File: src/rtl/frem_ram.sv
// Generic simple dual-port RAM with one write port and one registered read port.
`default_nettype none

module frem_ram #(
    parameter int WIDTH = 32,
    parameter int DEPTH = 64,
    parameter int AW    = (DEPTH > 1) ? $clog2(DEPTH) : 1
) (
    input  wire logic             aclk,
    input  wire logic             we,
    input  wire logic [AW-1:0]    waddr,
    input  wire logic [WIDTH-1:0] wdata,
    input  wire logic             re,
    input  wire logic [AW-1:0]    raddr,
    output logic      [WIDTH-1:0] rdata
);

    logic [WIDTH-1:0] mem [DEPTH];
    logic [WIDTH-1:0] rdata_reg;

    always_ff @(posedge aclk) begin
        if (we) begin
            mem[waddr] <= wdata;
        end
        if (re) begin
            rdata_reg <= mem[raddr];
        end
    end

    assign rdata = rdata_reg;

endmodule

`default_nettype wire

File: config.mk
export PLATFORM = sky130hd
export DESIGN_NAME = frem_ram
export DESIGN_NICKNAME = d
export VERILOG_FILES = /design/src/rtl/frem_ram.sv
export SDC_FILE = /design/constraint.sdc
export NUM_CORES = 2
export LEC_CHECK = 0
export BUFFER_PORTS_ARGS = -buffer_cell sky130_fd_sc_hd__buf_2
export CORE_MARGIN = 3
export CORE_UTILIZATION = 70
export CTS_BUF_LIST = sky130_fd_sc_hd__clkbuf_4 sky130_fd_sc_hd__clkbuf_8
export CTS_CLUSTER_SIZE = 20
export DETAILED_ROUTE_END_ITERATION = 7
export MAX_ROUTING_LAYER = met4
export PLACE_DENSITY = 0.89
export SETUP_SLACK_MARGIN = 0.02
export SYNTH_ARGS = -nofsm -noshare
export SYNTH_HDL_FRONTEND = slang
export SYNTH_SLANG_ARGS = --single-unit
File: constraint.sdc
create_clock -name aclk -period 6 [get_ports aclk]
set_clock_uncertainty 0.2 [all_clocks]
set_input_delay 0.9 -clock aclk [delete_from_list [all_inputs] [get_ports aclk]]
set_output_delay 0.9 -clock aclk [all_outputs]
set_load 0.05 [all_outputs]
==> run_results.csv <==
group,metric,value,unit
clock_tree,clock_sink_count,2080,
clock_tree,clock-root-buffer,"clkbuf_8",
logic_synthesis,synth_compound_area_share,1.67,%
routing,detail_route.first_pass.iterations,8,
place,io_buffer_count,78,
setup_path,timing.critical_path.max_delay_family,"buffers and inverters",
sta,fin_setup_tns,0,ns
clock_tree,ctsHtreeMaxLevel,5,
job,max_cap_violation_count,1,
logic_synthesis,seq_area_frac_synth,79.2,%
sta,fin_crit,4.09,ns
setup_path,crit_path_cell_trace,"buf_8, buf_4, buf_4, mux4_2, o221ai_1, a21oi_1, a21oi_1, nor2_1",
routing,route.detailed.wl_per_inst,46.6,um
outcome,failed_checks,"design-rule violations, max-capacitance violations, max-slew violations",
power_and_ir_drop,totalPowerFinal,29.3,mW
global_route,grt_start_max_net_pins,74,
power_and_ir_drop,peak_vdd_ir,0.000318,V
logic_synthesis,mux_cell_area_share_after_synthesis,16.7,%
sta,share_of_the_clock_period_used_by_the_worst_path_after_layout,68.2,%
logic_synthesis,dominantRegCellSynth,"edfxtp_1",
logic_synthesis,leading_cell_type_by_number_of_instances_after_synthesis,"edfxtp_1",
logic_synthesis,synthSimpleGateAreaFrac,1.26,%
outcome,outcome,"finished with violations",
global_route,grt_use_total,43.4,%
routing,wl,251000,um
sta,setup_violations,0,
logic_synthesis,synth_top_family_by_area,"multiplexers",
routing,detail_route.vias_per_cell,8.03,
logic_synthesis,post_synth_xor_area_fraction,0,%
routing,first_iter_violations,9737,
clock_tree,post_cts_buffers,0,
floorplanning,fp.dieArea,117000,um2
setup_path,worstPathMaxFanout,68,
logic_synthesis,post_synth_fa_ha_maj_area_fraction,0,%
clock_tree,clk-insertion-delay-late,1.04,ns
logic_synthesis,postSynthRegisterBits,2080,
clock_tree,cts_hold_repair.buffers,0,
sta,max-slew-margin-rel,-2.25,%
setup_path,crit_path_end_kind,"flip-flop",
routing,post-route-drc-count,14,
clock_tree,cts_resized,0,
finish,total_nets_final,3702,
place,globalplace.congestion,0.852,
finish,drive_above_1_share,32.9,%
sta,actual_transition_at_the_worst_max_transition_pin,1.53,ns
floorplanning,start_util,70.8,%
logic_synthesis,synth_top_area_share,79.2,%
logic_synthesis,synth_enable_flop_cells,2080,
logic_synthesis,postSynthAreaPerCell,23.7,um2
global_route,number_of_antenna_violations_at_the_first_check_in_global_routing,22,
global_route,wire_length_of_the_first_global_routing_pass,331000,um
global_route,grt_pass1_vias,43000,
clock_tree,clockBufferDepth,4,
global_route,grt.overflow.total,0,
power_and_ir_drop,total_leakage_power,27.5,nW
logic_synthesis,synthesis_warning_total,0,
finish,filler_cell_count,4575,
sta,hold_viol,0,
routing,vias,43300,
place,dpl.hpwl,133000,um
floorplanning,io_pins,79,
setup_path,critical_path.n_buffers_inverters,3,
setup_path,worst-endpoint-required,6.49,ns
finish,largest_register_ff_count,2048,
logic_synthesis,synth_area,78800,um2
logic_synthesis,synth_area_leader_cell,"edfxtp_1",
setup_path,worst_path_largest_cell_delay,0.75,ns
floorplanning,placeableCoreArea,111000,um2
logic_synthesis,synthesized_netlist_cell_count,3324,
floorplanning,num_rows,122,
floorplanning,die_y,342,um
logic_synthesis,post_synthesis_net_count,3371,
logic_synthesis,yosys-top-cells-count,"2080 x edfxtp_1, 544 x mux4_2, 137 x nor2_1",
routing,ant_nets,0,
worst_hold_path,holdCritPathClass,"primary input to flip-flop",
setup_path,criticalPathCategory,"primary input to flip-flop",
clock_tree,clk_transition_reported_paths,0.08,ns
finish,area_growth,11.2,%
floorplanning,floorplan.die.width,342,um
clock_tree,clock_tree_from_tritoncts,"yes",
logic_synthesis,synth_async_sr_flop_share,0,%
sta,rsz0062_at_grt,"no",
clock_tree,cts_inserted_buffers,316,
logic_synthesis,ys_top_cells_by_area,"edfxtp_1 79%, mux4_2 16%, mux2i_1 1.2%",
sta,report.final.slew_viol_count,180,
power_and_ir_drop,pwr_density,334,nW/um2
setup_path,slowest_stage,"a21oi_1",
logic_synthesis,synth.distinct_cells,33,
sta,timing.fmax,0.244,GHz
setup_path,endpoint_arrival_time_on_the_critical_path,4.58,ns
setup_path,crit_start_category,"primary input",
-- worst reg2reg max path, delay by kind of cell, from the launching register on --
family             cells  cell delay (ns)
AOI/OAI and AO/OA      1             0.90
and+or+nand+nor        1             0.14
muxes                  2             1.03
DFF                    1             0.45
-- report_power, final --
| part | internal [mW] | switching, mW | total, mW |
|---|---|---|---|
| clock network | 5.79 | 5.62 | 11.4 |
| registers | 16.1 | 0.0881 | 16.2 |
| logic | 0.530 | 1.15 | 1.68 |
-- metal layers --
layer | up-vias | global-route usage (%) | wire, um | part of all wire (%)
met1 | 21000 | 51.8 | 66800 | 27
met5 | - | - | 0 | 0
met3 | 1519 | 13.7 | 42400 | 17
met4 | 0 | 31.3 | 24800 | 9.9
met2 | 5676 | 63.4 | 117000 | 47
li1 | 15000 | - | - | -
-- through the flow --
step / util (%) / instance area, um2 / cells / setup slack (ns) / hold slack [ns]
CTS: 78.7 / 87500 / 5354 / 2.16 / 0.372
finish: 78.8 / 87700 / 5385 / 1.91 / 0.234
floorplan: - / 78800 / 3324 / 1.74 / 0.550
detailed placement: 73.5 / 81800 / 4823 / 1.21 / 0.625
global placement: 73.5 / 81800 / 4823 / 1.28 / 0.606
global route: 78.8 / 87700 / 5380 / 1.81 / 0.231
-- cell type report --
cell class	count	area, um2	area share, %
timing repair buffer	195	1510	1.72
clock inverter	105	579	0.661
sequential	2080	62500	71.2
clock buffer	426	5210	5.94
multi-input combinational	1062	16000	18.2
tap	1488	1860	2.12
antenna	29	72.6	0.0828
-- placed cells by master, fill, tap and decap left out, drive strengths merged --
cell,n
nand2b,8
nand4b,1
o32ai,4
clkinv,90
a31oi,1
nor2,137
nand2,26
nand3,5
mux2i,93
and3,4
bufinv,4
nor3,7
a21oi,62
buf,195
a22oi,12
clkbuf,426
edfxtp,2080
inv,6
or3,3
a41o,4
or3b,5
nor2b,15
mux4,544
or2,3
nand4,2
and2,2
a311oi,8
o22ai,84
nand3b,5
clkinvlp,5
diode,29
o221ai,27
-- worst paths after layout --
path | from | endpoint | slack, ns | cells past startpoint
max | raddr[0] | rdata[23] | 1.91 | 8
min | wdata[22] | mem[16][22] | 0.23 | 1
max reg2reg | mem[48][28] | rdata[28] | 2.97 | 4
min reg2reg | mem[12][4] | rdata[4] | 0.67 | 4
-- logic make-up (layout without fill, tap and decap cells) --
group,count (synthesis),count (layout)
compound gates,202,202
mux,637,637
buf+inv,182,726
flops,2080,2080
simple gates,223,223
other cells,0,29
No activity file was read; power rests on OpenSTA's default activity.
