<file path="config.mk">
export PLATFORM = sky130hd
export DESIGN_NAME = frem_front
export DESIGN_NICKNAME = d
export VERILOG_FILES = /design/src/rtl/frem_pkg.sv /design/src/rtl/frem_front.sv
export SDC_FILE = /design/constraint.sdc
export NUM_CORES = 1
export LEC_CHECK = 0
export ABC_AREA = 1
export ABC_CLOCK_PERIOD_IN_PS = 2150
export BUFFER_PORTS_ARGS = -buffer_cell sky130_fd_sc_hd__buf_2
export CAP_MARGIN = 10
export CELL_PAD_IN_SITES_DETAIL_PLACEMENT = 1
export CELL_PAD_IN_SITES_GLOBAL_PLACEMENT = 1
export CORE_MARGIN = 3
export CORE_UTILIZATION = 24
export CTS_CLUSTER_SIZE = 10
export DETAILED_ROUTE_END_ITERATION = 8
export GPL_TIMING_DRIVEN = 0
export PLACE_DENSITY = 0.85
export SYNTH_ARGS = -nofsm -noshare
export SYNTH_HDL_FRONTEND = slang
export SYNTH_SLANG_ARGS = --single-unit
</file>
<file path="constraint.sdc">
create_clock -name aclk -period 2.15 [get_ports aclk]
set_input_delay 0.3225 -clock aclk [delete_from_list [all_inputs] [get_ports aclk]]
set_output_delay 0.3225 -clock aclk [all_outputs]
set_load 0.03 [all_outputs]
</file>
<file path="src/rtl/frem_pkg.sv">
// Shared types, codes and constants of the feature range envelope monitor.
`default_nettype none

package frem_pkg;

    localparam int MAX_FEATURES_DEF = 64;

    localparam int FCOUNT_W = 7;
    localparam int DATA_W   = 32;
    localparam int CFG_IDX_W  = 1;
    localparam int CFG_DATA_W = 7;

    localparam logic [CFG_IDX_W-1:0] REG_VEC_LENGTH      = 1'b0;
    localparam logic [CFG_IDX_W-1:0] REG_ENVELOPE_ENABLE = 1'b1;

    localparam logic signed [DATA_W-1:0] MIN_SENTINEL = 32'sh7FFF_FFFF;
    localparam logic signed [DATA_W-1:0] MAX_SENTINEL = 32'sh8000_0000;

    typedef enum logic [2:0] {
        KIND_SAMPLE = 3'd0,
        KIND_LOAD   = 3'd1,
        KIND_WINDOW = 3'd2,
        KIND_READ   = 3'd3,
        KIND_CHECK  = 3'd4
    } kind_t;

    typedef enum logic [1:0] {
        STATUS_OK        = 2'd0,
        STATUS_VIOLATION = 2'd1,
        STATUS_BAD_INDEX = 2'd2
    } status_t;

    // Per-feature statistics record held in the statistics memory.
    typedef struct packed {
        logic signed [DATA_W-1:0] min_val;
        logic signed [DATA_W-1:0] max_val;
        logic [DATA_W-1:0]        samples;
        logic [DATA_W-1:0]        violations;
    } stat_rec_t;

    // Per-feature bounds record held in the bounds memory.
    typedef struct packed {
        logic signed [DATA_W-1:0] upper;
        logic signed [DATA_W-1:0] lower;
    } bound_rec_t;

    localparam int STAT_W  = $bits(stat_rec_t);
    localparam int BOUND_W = $bits(bound_rec_t);

    // Control of the transaction sitting in the update stage.
    typedef struct packed {
        logic  valid;
        kind_t kind;
        logic  last;
        logic  bad_index;
    } s1_ctrl_t;

endpackage

`default_nettype wire

</file>
<file path="src/rtl/frem_front.sv">
// Accept stage: element position, memory addressing, bounds loading and the stage register.
`default_nettype none

module frem_front import frem_pkg::*; #(
    parameter int MAX_FEATURES = MAX_FEATURES_DEF,
    parameter int ADDR_W       = (MAX_FEATURES > 1) ? $clog2(MAX_FEATURES) : 1
) (
    input  wire logic                 aclk,
    input  wire logic                 aresetn,
    input  wire logic [FCOUNT_W-1:0]  vec_length,
    input  wire logic                 s_valid,
    output logic                      s_ready,
    input  wire logic [2:0]           s_kind,
    input  wire logic [5:0]           s_feature_index,
    input  wire logic signed [31:0]   s_value,
    input  wire logic signed [31:0]   s_upper_value,
    input  wire logic [63:0]          s_window_label,
    input  wire logic                 s1_fire,
    output logic                      bound_we,
    output logic [ADDR_W-1:0]         bound_waddr,
    output bound_rec_t                bound_wdata,
    output logic                      rd_en,
    output logic [ADDR_W-1:0]         rd_addr,
    output s1_ctrl_t                  s1,
    output logic [ADDR_W-1:0]         s1_addr,
    output logic signed [DATA_W-1:0]  s1_value
);

    localparam int CNT_W = $clog2(MAX_FEATURES + 1);
    localparam int CMP_W = ((CNT_W > FCOUNT_W) ? CNT_W : FCOUNT_W) + 1;

    logic [ADDR_W-1:0] pos_reg, pos_next;
    s1_ctrl_t          s1_reg, s1_next;
    logic [ADDR_W-1:0] s1_addr_reg;
    logic signed [DATA_W-1:0] s1_value_reg;
    logic [63:0]       window_id_reg;

    kind_t             in_kind;
    logic              accept;
    logic [CMP_W-1:0]  fc_ext, max_ext, cnt, idx_ext, pos_plus1;
    logic              last_elem, bad_index, load_ok;
    logic [ADDR_W-1:0] idx_addr;

    assign in_kind = kind_t'(s_kind);
    assign s_ready = !s1_reg.valid || s1_fire;
    assign accept  = s_valid && s_ready;

    // A count of zero behaves as one, a count above the memory depth as the depth.
    assign fc_ext  = CMP_W'(vec_length);
    assign max_ext = CMP_W'(MAX_FEATURES);
    always_comb begin
        if (fc_ext == '0) begin
            cnt = CMP_W'(1);
        end else if (fc_ext > max_ext) begin
            cnt = max_ext;
        end else begin
            cnt = fc_ext;
        end
    end

    assign idx_ext   = CMP_W'(s_feature_index);
    assign idx_addr  = ADDR_W'(s_feature_index);
    assign pos_plus1 = CMP_W'(pos_reg) + CMP_W'(1);
    assign last_elem = (pos_plus1 >= cnt);
    assign bad_index = (idx_ext >= cnt);
    assign load_ok   = (idx_ext < max_ext);

    assign bound_we    = accept && (in_kind == KIND_LOAD) && load_ok;
    assign bound_waddr = idx_addr;
    assign bound_wdata = '{upper: s_upper_value, lower: s_value};

    assign rd_en   = accept;
    assign rd_addr = (in_kind == KIND_SAMPLE) ? pos_reg : idx_addr;

    always_comb begin
        pos_next = pos_reg;
        s1_next  = s1_reg;
        if (s1_fire) begin
            s1_next.valid = 1'b0;
        end
        if (accept) begin
            s1_next.valid     = 1'b1;
            s1_next.kind      = in_kind;
            s1_next.last      = last_elem;
            s1_next.bad_index = bad_index;
            if (in_kind == KIND_SAMPLE) begin
                pos_next = last_elem ? '0 : pos_plus1[ADDR_W-1:0];
            end else if (in_kind == KIND_WINDOW) begin
                pos_next = '0;
            end
        end
    end

    always_ff @(posedge aclk) begin
        if (!aresetn) begin
            pos_reg      <= '0;
            s1_reg       <= '0;
            window_id_reg <= '0;
        end else begin
            pos_reg <= pos_next;
            s1_reg  <= s1_next;
            if (accept && (in_kind == KIND_WINDOW)) begin
                window_id_reg <= s_window_label;
            end
        end
    end

    always_ff @(posedge aclk) begin
        if (accept) begin
            s1_addr_reg  <= rd_addr;
            s1_value_reg <= s_value;
        end
    end

    assign s1       = s1_reg;
    assign s1_addr  = s1_addr_reg;
    assign s1_value = s1_value_reg;

endmodule

`default_nettype wire

</file>
==> results.toml <==
[timing]
skew_ns = 0.00660
holdWs_ns = 0.227
finalHoldViolCount = 0
fin_ws_ns = 0.147
worst_pin_slew_ns = 0.408
relSlewSlack_pct = 72.7
fin_crit_sh_pct = 93.2
drv_slew = 0
finalSetupTns_ns = 0
min_period_ns = 2.00
rsz0062_at_grt = "false"
max_freq_mhz = 499
setup_viol = 0

[worst_setup_path]
cp_cell_sequence = "a21oi_2 > buf_12 > inv_1 > nor4_2 > buf_2"
crit_slowest_cell = "dfxtp_1"
cp_data_required_time_ns = 1.83
max_stage_delay_ns = 0.33
worstPathArrival_ns = 1.68
worstPathMaxFanout = 48
start_kind = "register"
endpoint_kind = "output pin"
crit_type = "register to output pin"

[detailed_routing]
wire_per_inst_um = 13.1
drt_iter0_drc = 64
wirelength_um = 7760
first_pass_iters = 4
ant_nets = 0
vias = 2499
viasPerCell = 4.21
drc_errors = 0

[outcome]
outcome = "complete, no violations"

[cts]
clk-insertion-delay-late_ns = 0.28
clk_path_buf_depth = 2
htreeDepth = 2
cts_setup_buffers = 0
cts.sink_count = 50
postCtsHoldBufs = 0
cts_resized = 2
cts_buffers = 5
tritoncts = "yes"
clk_pin_slew_ns = 0.07
cts-root-buf = "clkbuf_16"

[die]
fp.coreArea_mm2 = 0.0109
initial_core_util_pct = 24.7
die_x_um = 112
rows = 38
ios = 271
die-area_mm2 = 0.0126
fp.dieH_um = 112

[global_route]
track_usage_pct = 11.3
grt-ovfl-total = 0
antenna_found_initial = 0
grt_pass1_wl_um = 11600
grt_start_max_net_pins = 49
grt_pass1_vias = 2491

[power]
power_mw = 2.69
p_leak_nw = 2.03
cellPowerDensity_mw_per_mm2 = 679
ir_drop_mv = 0.417

[logic_synthesis]
synth_top_family_by_area = "buffers and inverters"
yosysTopAreaCell = "edfxtp_1"
syn_inst = 271
yosysTopAreaCellShare_pct = 42.2
ys_warn_count = 0
synthMuxAreaShare_pct = 0
syn_area_mm2 = 0.00271
synth.distinct_cells = 23
synth_seq_area_share_pct = 51.1
synth.avg_cell_area_um2 = 9.98
synthXorXnorAreaFrac_pct = 0.648
synth.ff_latch_count = 50
synth_compound_area_share_pct = 4.53
yosys.area_share.adder_pct = 6.48
synth_area_leaders = "edfxtp_1 42%, buf_4 20%, dfxtp_1 8.9%"
synthSimpleGateAreaFrac_pct = 14.2
synth.net_count = 433

[place]
place_inst = 585
port-buffer-count = 174
detailedPlace.worstSlack_ns = 0.0225
routabilityCongestion = 0.835
dp_hpwl_um = 6550
place_area_mm2 = 0.00376

[final_layout]
drive_above_1_share_pct = 57.6
final_cells = 593
stdcell_area_mm2 = 0.00395
largest_reg_flops = 32
finalNetCount = 614
diodes = 0
fill_cells = 1324
area_growth_pct = 46.2
fin_util_pct = 36.2

[flow_run]
drv_cap = 0

[worst_hold_path]
hold_class = "input pin to register"
## critical path: cells and delay by family, from the launching register on
family | cells | cell delay, ns
DFF | 1 | 0.33
and+or+nand+nor | 1 | 0.14
buffers and inverters | 3 | 0.69
AOI/OAI and AO/OA | 1 | 0.22
## layout by cell type, fill, tap and decap left out, types with 2 or more instances in the layout
master,instances
nand2_1,51
clkbuf_16,5
edfxtp_1,38
a21oi_1,13
buf_4,71
dfxtp_1,11
ha_1,14
nand4_1,2
buf_2,174
nor2_1,17
o21ai_0,5
nand3_1,12
inv_1,21
## Yosys cell counts, drive strengths merged
library cell,instances
clkinv,1
dfxtp,12
buf,72
nand4,2
nand3,12
o21ai,5
a21o,1
nor4,1
nor3,1
edfxtp,38
inv,21
and3,1
xor2,1
nand2,53
nand3b,1
ha,14
o21a,1
a21oi,15
nor2,17
or2,1
xnor2,1
## worst paths after layout
path | start | end | slack, ns | cells after the start
max reg2reg | pos_reg[3] | pos_reg[1] | 0.21 | 10
min reg2reg | s1[0] | s1[0] | 0.47 | 2
min | s_value[27] | s1_value[27] | 0.23 | 1
max | s1[5] | bound_we | 0.15 | 5
## area by class of cell
type                       count  area (um^2)  share of cell area (%)
buffer                        72          553                    14.0
clock buffer                   7          143                    3.61
clock inverter                 1         30.0                   0.759
inverter                      22         82.6                    2.09
multi-input combinational    127          717                    18.1
sequential                    50         1380                    35.0
tap                          140          175                    4.43
timing repair buffer         174          871                    22.0
## report_power, final
| part | switching [mW] | total (mW) | leakage [nW] | internal [mW] |
|---|---|---|---|---|
| Combinational | 0.443 | 0.677 | 1.48 | 0.234 |
| Clock | 0.314 | 0.895 | 0.0841 | 0.581 |
| Sequential | 0.0141 | 1.11 | 0.467 | 1.10 |
## layer usage
| layer | GRT usage, % | routed length (um) |
|---|---|---|
| met4 | 3.37 | 116 |
| met5 | 0 | 0 |
| met3 | 3.13 | 759 |
| met1 | 11.4 | 2740 |
| met2 | 22.4 | 4140 |
## cells by family (layout without fill, tap and decap cells)
group | count (synthesis) | count (layout)
flops | 50 | 50
simple gates | 89 | 89
buf+inv | 94 | 276
fa+ha+maj | 14 | 14
compound gates | 22 | 22
xor+xnor | 2 | 2
No activity file was read; power rests on OpenSTA's default activity.
