[config.mk]
export PLATFORM = sky130hd
export DESIGN_NAME = frem_update
export DESIGN_NICKNAME = d
export VERILOG_FILES = /design/src/rtl/frem_pkg.sv /design/src/rtl/frem_update.sv
export SDC_FILE = /design/constraint.sdc
export NUM_CORES = 1
export LEC_CHECK = 0
export ABC_AREA = 1
export BUFFER_PORTS_ARGS = -buffer_cell sky130_fd_sc_hd__buf_4
export CAP_MARGIN = 25
export CORE_MARGIN = 2
export CORE_UTILIZATION = 50
export DETAILED_ROUTE_END_ITERATION = 6
export PLACE_DENSITY = 0.86
export SLEW_MARGIN = 20
export SYNTH_ARGS = -nofsm -noshare
export SYNTH_HDL_FRONTEND = slang
export SYNTH_SLANG_ARGS = --single-unit
[constraint.sdc]
create_clock -name aclk -period 9.6 [get_ports aclk]
set_input_delay 0.96 -clock aclk [delete_from_list [all_inputs] [get_ports aclk]]
set_output_delay 0.96 -clock aclk [all_outputs]
set_load 0.03 [all_outputs]
[src/rtl/frem_pkg.sv]
// Shared types, codes and constants of the feature range envelope monitor.
`default_nettype none

package frem_pkg;

    localparam int MAX_FEATURES_DEF = 64;

    localparam int FCOUNT_W = 7;
    localparam int DATA_W   = 32;
    localparam int CFG_IDX_W  = 1;
    localparam int CFG_DATA_W = 7;

    localparam logic [CFG_IDX_W-1:0] REG_VEC_LENGTH      = 1'b0;
    localparam logic [CFG_IDX_W-1:0] REG_ENVELOPE_ENABLE = 1'b1;

    localparam logic signed [DATA_W-1:0] MIN_SENTINEL = 32'sh7FFF_FFFF;
    localparam logic signed [DATA_W-1:0] MAX_SENTINEL = 32'sh8000_0000;

    typedef enum logic [2:0] {
        KIND_SAMPLE = 3'd0,
        KIND_LOAD   = 3'd1,
        KIND_WINDOW = 3'd2,
        KIND_READ   = 3'd3,
        KIND_CHECK  = 3'd4
    } kind_t;

    typedef enum logic [1:0] {
        STATUS_OK        = 2'd0,
        STATUS_VIOLATION = 2'd1,
        STATUS_BAD_INDEX = 2'd2
    } status_t;

    // Per-feature statistics record held in the statistics memory.
    typedef struct packed {
        logic signed [DATA_W-1:0] min_val;
        logic signed [DATA_W-1:0] max_val;
        logic [DATA_W-1:0]        samples;
        logic [DATA_W-1:0]        violations;
    } stat_rec_t;

    // Per-feature bounds record held in the bounds memory.
    typedef struct packed {
        logic signed [DATA_W-1:0] upper;
        logic signed [DATA_W-1:0] lower;
    } bound_rec_t;

    localparam int STAT_W  = $bits(stat_rec_t);
    localparam int BOUND_W = $bits(bound_rec_t);

    // Control of the transaction sitting in the update stage.
    typedef struct packed {
        logic  valid;
        kind_t kind;
        logic  last;
        logic  bad_index;
    } s1_ctrl_t;

endpackage

`default_nettype wire

[src/rtl/frem_update.sv]
// Update stage: statistics read-modify-write, envelope checks, vector state and result register.
`default_nettype none

module frem_update import frem_pkg::*; #(
    parameter int MAX_FEATURES = MAX_FEATURES_DEF,
    parameter int ADDR_W       = (MAX_FEATURES > 1) ? $clog2(MAX_FEATURES) : 1
) (
    input  wire logic                 aclk,
    input  wire logic                 aresetn,
    input  wire logic                 envelope_enable,
    input  wire s1_ctrl_t             s1,
    input  wire logic [ADDR_W-1:0]    s1_addr,
    input  wire logic signed [DATA_W-1:0] s1_value,
    input  wire stat_rec_t            stat_rdata,
    input  wire bound_rec_t           bound_rdata,
    output logic                      stat_we,
    output logic [ADDR_W-1:0]         stat_waddr,
    output stat_rec_t                 stat_wdata,
    output logic                      s1_fire,
    output logic                      m_valid,
    input  wire logic                 m_ready,
    output logic [1:0]                m_status,
    output logic [6:0]                m_vector_violations,
    output logic [5:0]                m_first_feature,
    output logic signed [31:0]        m_first_value,
    output logic signed [31:0]        m_first_bound,
    output logic                      m_first_is_upper,
    output logic signed [31:0]        m_stat_min,
    output logic signed [31:0]        m_stat_max,
    output logic [31:0]               m_stat_samples,
    output logic [31:0]               m_stat_violations,
    output logic [31:0]               m_window_vectors,
    output logic [31:0]               m_window_violations
);

    localparam int CNT_W   = $clog2(MAX_FEATURES + 1);
    localparam int TALLY_W = (CNT_W > 7) ? CNT_W : 7;

    // Entry valid bits and last-write forwarding for the statistics memory.
    logic [MAX_FEATURES-1:0] entry_valid_reg, entry_valid_next;
    logic                    fwd_valid_reg, fwd_valid_next;
    logic [ADDR_W-1:0]       fwd_addr_reg;
    stat_rec_t               fwd_data_reg;

    logic [DATA_W-1:0]       win_samples_reg, win_samples_next;
    logic [DATA_W-1:0]       win_viol_reg, win_viol_next;
    logic [TALLY_W-1:0]      tally_reg, tally_next;
    logic                    found_reg, found_next;
    logic [ADDR_W-1:0]       held_feature_reg, held_feature_next;
    logic signed [DATA_W-1:0] held_value_reg, held_value_next;
    logic signed [DATA_W-1:0] held_bound_reg, held_bound_next;
    logic                    held_upper_reg, held_upper_next;

    logic                    m_valid_reg, m_valid_next;
    logic [1:0]              status_reg, status_next;
    logic [6:0]              vec_viol_reg, vec_viol_next;
    logic [5:0]              first_feature_reg, first_feature_next;
    logic signed [31:0]      first_value_reg, first_bound_reg;
    logic signed [31:0]      first_value_next, first_bound_next;
    logic                    first_upper_reg, first_upper_next;
    logic signed [31:0]      stat_min_reg, stat_max_reg;
    logic signed [31:0]      stat_min_next, stat_max_next;
    logic [31:0]             stat_samples_reg, stat_viol_reg;
    logic [31:0]             stat_samples_next, stat_viol_next;
    logic [31:0]             win_samples_out_reg, win_viol_out_reg;
    logic [31:0]             win_samples_out_next, win_viol_out_next;

    stat_rec_t               stat_cur, stat_new;
    logic                    below, above, hit;
    logic [TALLY_W-1:0]      tally_inc;
    logic                    take_first;
    logic [ADDR_W-1:0]       first_feature_sel;
    logic signed [DATA_W-1:0] first_value_sel, first_bound_sel;
    logic                    first_upper_sel;
    logic                    has_result, out_free, load_out;
    status_t                 status_c;
    logic                    in_range;

    always_comb begin
        if (fwd_valid_reg && (fwd_addr_reg == s1_addr)) begin
            stat_cur = fwd_data_reg;
        end else if (entry_valid_reg[s1_addr]) begin
            stat_cur = stat_rdata;
        end else begin
            stat_cur = '{min_val: MIN_SENTINEL, max_val: MAX_SENTINEL,
                         samples: '0, violations: '0};
        end
    end

    assign below    = (s1_value < bound_rdata.lower);
    assign above    = !below && (s1_value > bound_rdata.upper);
    assign hit      = envelope_enable && (below || above);
    assign in_range = (s1_value >= bound_rdata.lower) && (s1_value <= bound_rdata.upper);

    always_comb begin
        stat_new            = stat_cur;
        stat_new.samples    = stat_cur.samples + DATA_W'(1);
        stat_new.violations = stat_cur.violations + DATA_W'(hit);
        if (s1_value < stat_cur.min_val) begin
            stat_new.min_val = s1_value;
        end
        if (s1_value > stat_cur.max_val) begin
            stat_new.max_val = s1_value;
        end
    end

    assign tally_inc  = tally_reg + TALLY_W'(hit);
    assign take_first = hit && !found_reg;
    assign first_feature_sel = take_first ? s1_addr : held_feature_reg;
    assign first_value_sel   = take_first ? s1_value : held_value_reg;
    assign first_bound_sel   = take_first ? (below ? bound_rdata.lower : bound_rdata.upper)
                                          : held_bound_reg;
    assign first_upper_sel   = take_first ? !below : held_upper_reg;

    always_comb begin
        unique case (s1.kind)
            KIND_SAMPLE: has_result = s1.last;
            KIND_READ:   has_result = 1'b1;
            KIND_CHECK:  has_result = 1'b1;
            default:     has_result = 1'b0;
        endcase
    end

    assign out_free = !m_valid_reg || m_ready;
    assign s1_fire  = s1.valid && (!has_result || out_free);
    assign load_out = s1_fire && has_result;

    assign stat_we    = s1_fire && (s1.kind == KIND_SAMPLE);
    assign stat_waddr = s1_addr;
    assign stat_wdata = stat_new;

    always_comb begin
        if (!envelope_enable) begin
            status_c = STATUS_OK;
        end else if (s1.bad_index) begin
            status_c = STATUS_BAD_INDEX;
        end else begin
            status_c = in_range ? STATUS_OK : STATUS_VIOLATION;
        end
    end

    always_comb begin
        entry_valid_next  = entry_valid_reg;
        fwd_valid_next    = fwd_valid_reg;
        win_samples_next  = win_samples_reg;
        win_viol_next     = win_viol_reg;
        tally_next        = tally_reg;
        found_next        = found_reg;
        held_feature_next = held_feature_reg;
        held_value_next   = held_value_reg;
        held_bound_next   = held_bound_reg;
        held_upper_next   = held_upper_reg;
        m_valid_next      = m_valid_reg && !m_ready;
        if (load_out) begin
            m_valid_next = 1'b1;
        end
        if (s1_fire) begin
            fwd_valid_next = stat_we;
            if (s1.kind == KIND_SAMPLE) begin
                entry_valid_next[s1_addr] = 1'b1;
                win_viol_next = win_viol_reg + DATA_W'(hit);
                if (s1.last) begin
                    win_samples_next  = win_samples_reg + DATA_W'(1);
                    tally_next        = '0;
                    found_next        = 1'b0;
                    held_feature_next = '0;
                    held_value_next   = '0;
                    held_bound_next   = '0;
                    held_upper_next   = 1'b0;
                end else begin
                    tally_next        = tally_inc;
                    found_next        = found_reg || hit;
                    held_feature_next = first_feature_sel;
                    held_value_next   = first_value_sel;
                    held_bound_next   = first_bound_sel;
                    held_upper_next   = first_upper_sel;
                end
            end else if (s1.kind == KIND_WINDOW) begin
                entry_valid_next  = '0;
                win_samples_next  = '0;
                win_viol_next     = '0;
                tally_next        = '0;
                found_next        = 1'b0;
                held_feature_next = '0;
                held_value_next   = '0;
                held_bound_next   = '0;
                held_upper_next   = 1'b0;
            end
        end
    end

    always_ff @(posedge aclk) begin
        if (!aresetn) begin
            entry_valid_reg  <= '0;
            fwd_valid_reg    <= 1'b0;
            win_samples_reg  <= '0;
            win_viol_reg     <= '0;
            tally_reg        <= '0;
            found_reg        <= 1'b0;
            held_feature_reg <= '0;
            held_value_reg   <= '0;
            held_bound_reg   <= '0;
            held_upper_reg   <= 1'b0;
            m_valid_reg      <= 1'b0;
        end else begin
            entry_valid_reg  <= entry_valid_next;
            fwd_valid_reg    <= fwd_valid_next;
            win_samples_reg  <= win_samples_next;
            win_viol_reg     <= win_viol_next;
            tally_reg        <= tally_next;
            found_reg        <= found_next;
            held_feature_reg <= held_feature_next;
            held_value_reg   <= held_value_next;
            held_bound_reg   <= held_bound_next;
            held_upper_reg   <= held_upper_next;
            m_valid_reg      <= m_valid_next;
        end
    end

    always_ff @(posedge aclk) begin
        if (stat_we) begin
            fwd_addr_reg <= s1_addr;
            fwd_data_reg <= stat_new;
        end
    end

    // Result fields; the ones a transaction kind does not fill stay zero.
    always_comb begin
        status_next          = STATUS_OK;
        vec_viol_next        = '0;
        first_feature_next   = '0;
        first_value_next     = '0;
        first_bound_next     = '0;
        first_upper_next     = 1'b0;
        stat_min_next        = '0;
        stat_max_next        = '0;
        stat_samples_next    = '0;
        stat_viol_next       = '0;
        win_samples_out_next = '0;
        win_viol_out_next    = '0;
        unique case (s1.kind)
            KIND_SAMPLE: begin
                status_next        = (tally_inc != '0) ? STATUS_VIOLATION : STATUS_OK;
                vec_viol_next      = tally_inc[6:0];
                first_feature_next = 6'(first_feature_sel);
                first_value_next   = first_value_sel;
                first_bound_next   = first_bound_sel;
                first_upper_next   = first_upper_sel;
            end
            KIND_READ: begin
                win_samples_out_next = win_samples_reg;
                win_viol_out_next    = win_viol_reg;
                if (s1.bad_index) begin
                    status_next = STATUS_BAD_INDEX;
                end else begin
                    stat_min_next     = stat_cur.min_val;
                    stat_max_next     = stat_cur.max_val;
                    stat_samples_next = stat_cur.samples;
                    stat_viol_next    = stat_cur.violations;
                end
            end
            KIND_CHECK: begin
                status_next = status_c;
            end
            default: begin
                status_next = STATUS_OK;
            end
        endcase
    end

    always_ff @(posedge aclk) begin
        if (load_out) begin
            status_reg          <= status_next;
            vec_viol_reg        <= vec_viol_next;
            first_feature_reg   <= first_feature_next;
            first_value_reg     <= first_value_next;
            first_bound_reg     <= first_bound_next;
            first_upper_reg     <= first_upper_next;
            stat_min_reg        <= stat_min_next;
            stat_max_reg        <= stat_max_next;
            stat_samples_reg    <= stat_samples_next;
            stat_viol_reg       <= stat_viol_next;
            win_samples_out_reg <= win_samples_out_next;
            win_viol_out_reg    <= win_viol_out_next;
        end
    end

    assign m_valid             = m_valid_reg;
    assign m_status            = status_reg;
    assign m_vector_violations = vec_viol_reg;
    assign m_first_feature     = first_feature_reg;
    assign m_first_value       = first_value_reg;
    assign m_first_bound       = first_bound_reg;
    assign m_first_is_upper    = first_upper_reg;
    assign m_stat_min          = stat_min_reg;
    assign m_stat_max          = stat_max_reg;
    assign m_stat_samples      = stat_samples_reg;
    assign m_stat_violations   = stat_viol_reg;
    assign m_window_vectors    = win_samples_out_reg;
    assign m_window_violations = win_viol_out_reg;

endmodule

`default_nettype wire

==> results_tabular.tex <==
\begin{tabular}{lr}
\hline
Metric & Value \\
\hline
\multicolumn{2}{l}{\textbf{Synthesis}} \\
\quad Post-synthesis instance area & around 33000 µm² \\
\quad Total of warnings raised by yosys & 0 \\
\quad Register bit count reported by yosys & $\sim$620 \\
\quad Post-Synthesis Net Count & 4250 \\
\quad Area fraction in and, or, nand and nor cells after synthesis & between 20\% and 30\% \\
\quad Multiplexer area fraction after synthesis & 0\% \\
\quad Fraction of the yosys area taken by sequential cells & 50.36\% \\
\quad Number of flops mapped to enable cells by yosys & just over 400 \\
\quad Avg Cell Area, Syn & between 8 and 9 µm² \\
\quad Share of async-settable or async-resettable flops after synthesis & 0\% \\
\quad Dominant synthesized flop cell & edfxtp\_1 \\
\quad Synthesized-area fraction occupied by xor and xnor cells & 2.263\% \\
\quad Yosys cell types & between 60 and 70 \\
\quad Dominant combinational cell family by area after synthesis & simple AND/OR/NAND/NOR gates \\
\quad Cell types with the largest area share after synthesis & edfxtp\_1, dfxtp\_1, nand2\_1, inv\_1, nor2\_1 \\
\quad Post-synthesis compound-gate area fraction & 9.247\% \\
\quad Cell taking the most area after synthesis & edfxtp\_1 \\
\quad Arithmetic-cell share of the synthesized area counting full adders, half adders and majority gates & between 5 and 6\% \\
\quad Syn Inst Count & 3875 \\
\quad Synth top area share & between 30\% and 40\% \\
\quad Dominant cell by count in the synthesized netlist & nand2\_1 \\
\quad Most used standard cells in the synthesized netlist & nand2\_1, inv\_1, nor2\_1, edfxtp\_1, a21oi\_1 \\
\multicolumn{2}{l}{\textbf{Power and ir drop}} \\
\quad Leak Pwr & 17.19 nW \\
\quad Worst ir drop on vdd & between 100 and 150 µV \\
\quad Power per cell area & 176.5 nW/µm² \\
\multicolumn{2}{l}{\textbf{Outcome}} \\
\quad Run status & finished clean \\
\multicolumn{2}{l}{\textbf{Final layout}} \\
\quad Filler cell count & 5271 \\
\quad Final standard cell count with taps included and fillers excluded & about 5.4k \\
\quad Share of final-layout standard cells stronger than drive strength 1 & between 20\% and 30\% \\
\quad Largest register FFs & between 100 and 150 \\
\quad Area overhead of the layout relative to synthesis & 24.05\% \\
\quad Total Nets Final & around 4.8k \\
\multicolumn{2}{l}{\textbf{Clock tree}} \\
\quad Reg clk slew, reported paths & around 60 ps \\
\quad Buffer count from post-CTS setup fixing & 0 \\
\quad Hold buffers post-CTS & 0 \\
\quad CTS Buf Count & just under 70 \\
\quad Clock H-tree levels & 3 \\
\quad TritonCTS sink count & roughly 600 \\
\quad Number of resized instances in the post-cts repair step & 0 \\
\quad Insertion delay of the later-clocked pin in the worst-skew pair & slightly above 600 ps \\
\quad Buffer type at the clock tree root & clkbuf\_16 \\
\quad CTS tree & built \\
\quad Number of buffers on the longest clock path & 3 \\
\multicolumn{2}{l}{\textbf{Global route}} \\
\quad Overall routing resource usage & 33.38\% \\
\quad Number of global-route vias before repair & approximately 28k \\
\quad First-pass GRT wire length & roughly 170000 µm \\
\quad Number of antenna violations at the first check in global routing & 17 \\
\quad Aggregate global routing overflow & 0 \\
\quad Maximum number of pins on one net before global-route repair & roughly 100 \\
\multicolumn{2}{l}{\textbf{Critical path}} \\
\quad Worst EP required & around 8600 ps \\
\quad CP max FO & 65 \\
\quad Worst EP arrival & $\sim$7000 ps \\
\quad Worst setup path category & input port to output pin \\
\quad Most frequent cell on the critical path & buf\_4 \\
\quad Nature of the critical path startpoint & input port \\
\quad Series of cell instances along the critical path & buf\_4 -> inv\_2 -> o22ai\_1 -> a21oi\_1 -> nand3\_1 -> nor2\_4 -> buf\_4 -> nor2\_1 -> nand2\_1 -> o21ai\_0 -> ha\_1 -> nand4\_1 -> nor3\_1 -> nor4b\_1 -> a21oi\_1 -> xor2\_1 -> nand2\_1 -> clkinv\_1 -> buf\_4 -> o21ai\_0 -> buf\_4 \\
\quad Nature of the critical path endpoint & output pin \\
\quad Critical Path Max Stage Delay & approximately 640 ps \\
\quad Cell type of the slowest stage on the worst timing path & nor4b\_1 \\
\multicolumn{2}{l}{\textbf{Timing}} \\
\quad Final Hold Violating Endpoints & 0 \\
\quad Number of max-slew violations in the final report & 0 \\
\quad Fmax achieved & 0.1257 GHz \\
\quad Tightest Pin Transition & 1150 ps \\
\quad RSZ-0062 raised after global routing & false \\
\quad Period utilization & 82.86\% \\
\quad Number of setup violations in the final report & 0 \\
\quad Min cycle time layout & 7954 ps \\
\quad Layout Skew & 34.12 ps \\
\quad Final setup TNS & 0 ps \\
\quad Worst-case headroom to the max-slew limit & roughly a quarter \\
\multicolumn{2}{l}{\textbf{Floorplan}} \\
\quad Die ar. & 67090 µm² \\
\quad Starting Density & approximately half \\
\quad X dimension of the die & approximately 260 µm \\
\quad Vertical die dimension & 259.0 µm \\
\quad Area inside the core boundary & 64350 µm² \\
\quad \# IOs & about 650 \\
\quad Standard-cell row count & 93 \\
\multicolumn{2}{l}{\textbf{Drt}} \\
\quad Drt pass-1 iters & 6 \\
\quad Via density per instance & between 5 and 6 \\
\quad Antenna-violating nets left & 0 \\
\quad Routed via count & between 30k and 40k \\
\quad DRT iter0 DRCs & around 3.8k \\
\quad Post-DR wirelength/cell & between 20 and 25 µm \\
\quad Routed wire length & between 100000 and 150000 µm \\
\quad DRC violation count after routing & 0 \\
\multicolumn{2}{l}{\textbf{Placement}} \\
\quad HPWL Detailed & roughly 85000 µm \\
\quad Port bufs & roughly 650 \\
\quad GP Congestion & between 0.9 and 1 \\
\quad Placed Cells incl. Taps & approximately 5.2k \\
\multicolumn{2}{l}{\textbf{Run}} \\
\quad MaxCap Viol Count & 0 \\
\multicolumn{2}{l}{\textbf{Hold path}} \\
\quad Hold Crit Class & register to register \\
\hline
\end{tabular}
-- critical path: cells and delay by family --
kind | cells | cell delay [ps]
compound gates | 5 | 1140
xor+xnor | 1 | 170
simple gates | 8 | 1770
buf+inv | 6 | 2230
fa+ha+maj | 1 | 580
-- metrics by stage --
step	setup slack [ps]	hold WS [ps]	util, %	power, mW	area (µm²)
2_1_floorplan	1131	435.4	-	3.782	32520
3_3_place_gp	1936	444.5	58.80	4.285	37840
3_5_place_dp	1862	446.3	58.85	4.310	37870
4_1_cts	1844	455.7	62.61	7.125	40290
5_1_grt	1294	471.3	62.66	7.338	40320
6_report	1646	455.3	62.68	7.121	40340
-- layer usage --
metal | track usage [%] | wire, µm
met4 | 20.15 | 7627
met3 | 7.762 | 13190
met5 | 0 | 0
met2 | 53.54 | 53000
met1 | 41.00 | 42000
-- worst paths after layout --
kind	endpoint	slack, ps	cells after the start	from
hold reg to reg	entry_valid_reg[57]	460	2	entry_valid_reg[57]
setup reg to reg	fwd_data_reg[65]	3930	19	fwd_addr_reg[1]
setup / recovery	stat_wdata[65]	1650	21	s1_addr[0]
hold / removal	entry_valid_reg[57]	460	2	entry_valid_reg[57]
-- cells in the final DEF (no fill, tap or decap), drive strengths merged, types with 2 or more instances in the layout --
cell type  netlist  layout
nand2          830     830
buf             80     675
inv            564     567
nor2           523     523
edfxtp         406     406
a21oi          277     277
nand3          226     226
dfxtp          209     209
ha             135     135
o21ai          120     120
clkbuf          95      90
nor3            90      90
xor2            80      80
a31oi           70      70
nand4           47      47
nor4            40      40
clkinv           2      21
diode            0      19
a31o            18      18
bufinv           0      11
a211oi          11      11
o21a             9       9
o221ai           6       6
or2              5       5
xnor2            4       4
nand3b           4       4
a221oi           3       3
clkinvlp         0       3
o211ai           2       2
o21bai           2       2
a21o             2       2
and3             2       2
nor3b            2       2
a2111oi          2       2
o31ai            2       2
-- logic make-up after synthesis --
family / Yosys count
AND/OR/NAND/NOR: 1771
buffers and inverters: 741
flip-flops: 615
AO/OA/AOI/OAI: 529
adder cells (fa/ha/maj): 135
XOR/XNOR: 84
-- power by group --
part / switching, mW / internal (mW) / total (mW)
logic: 0.956 / 0.403 / 1.36
clock network: 1.11 / 1.73 / 2.84
registers: 0.0217 / 2.90 / 2.92
total: 2.09 / 5.03 / 7.12
-- layout make-up --
class,instances,area [µm²],area share (%)
Sequential cell,615,16380,40.60
Inverter,566,2147,5.323
Tap cell,855,1070,2.652
Antenna cell,19,47.55,0.1179
Clock inverter,36,475.5,1.179
Timing Repair Buffer,675,5077,12.59
Clock buffer,90,1942,4.814
Multi-Input combinational cell,2519,13200,32.73
(Power assumes the default switching activity.)
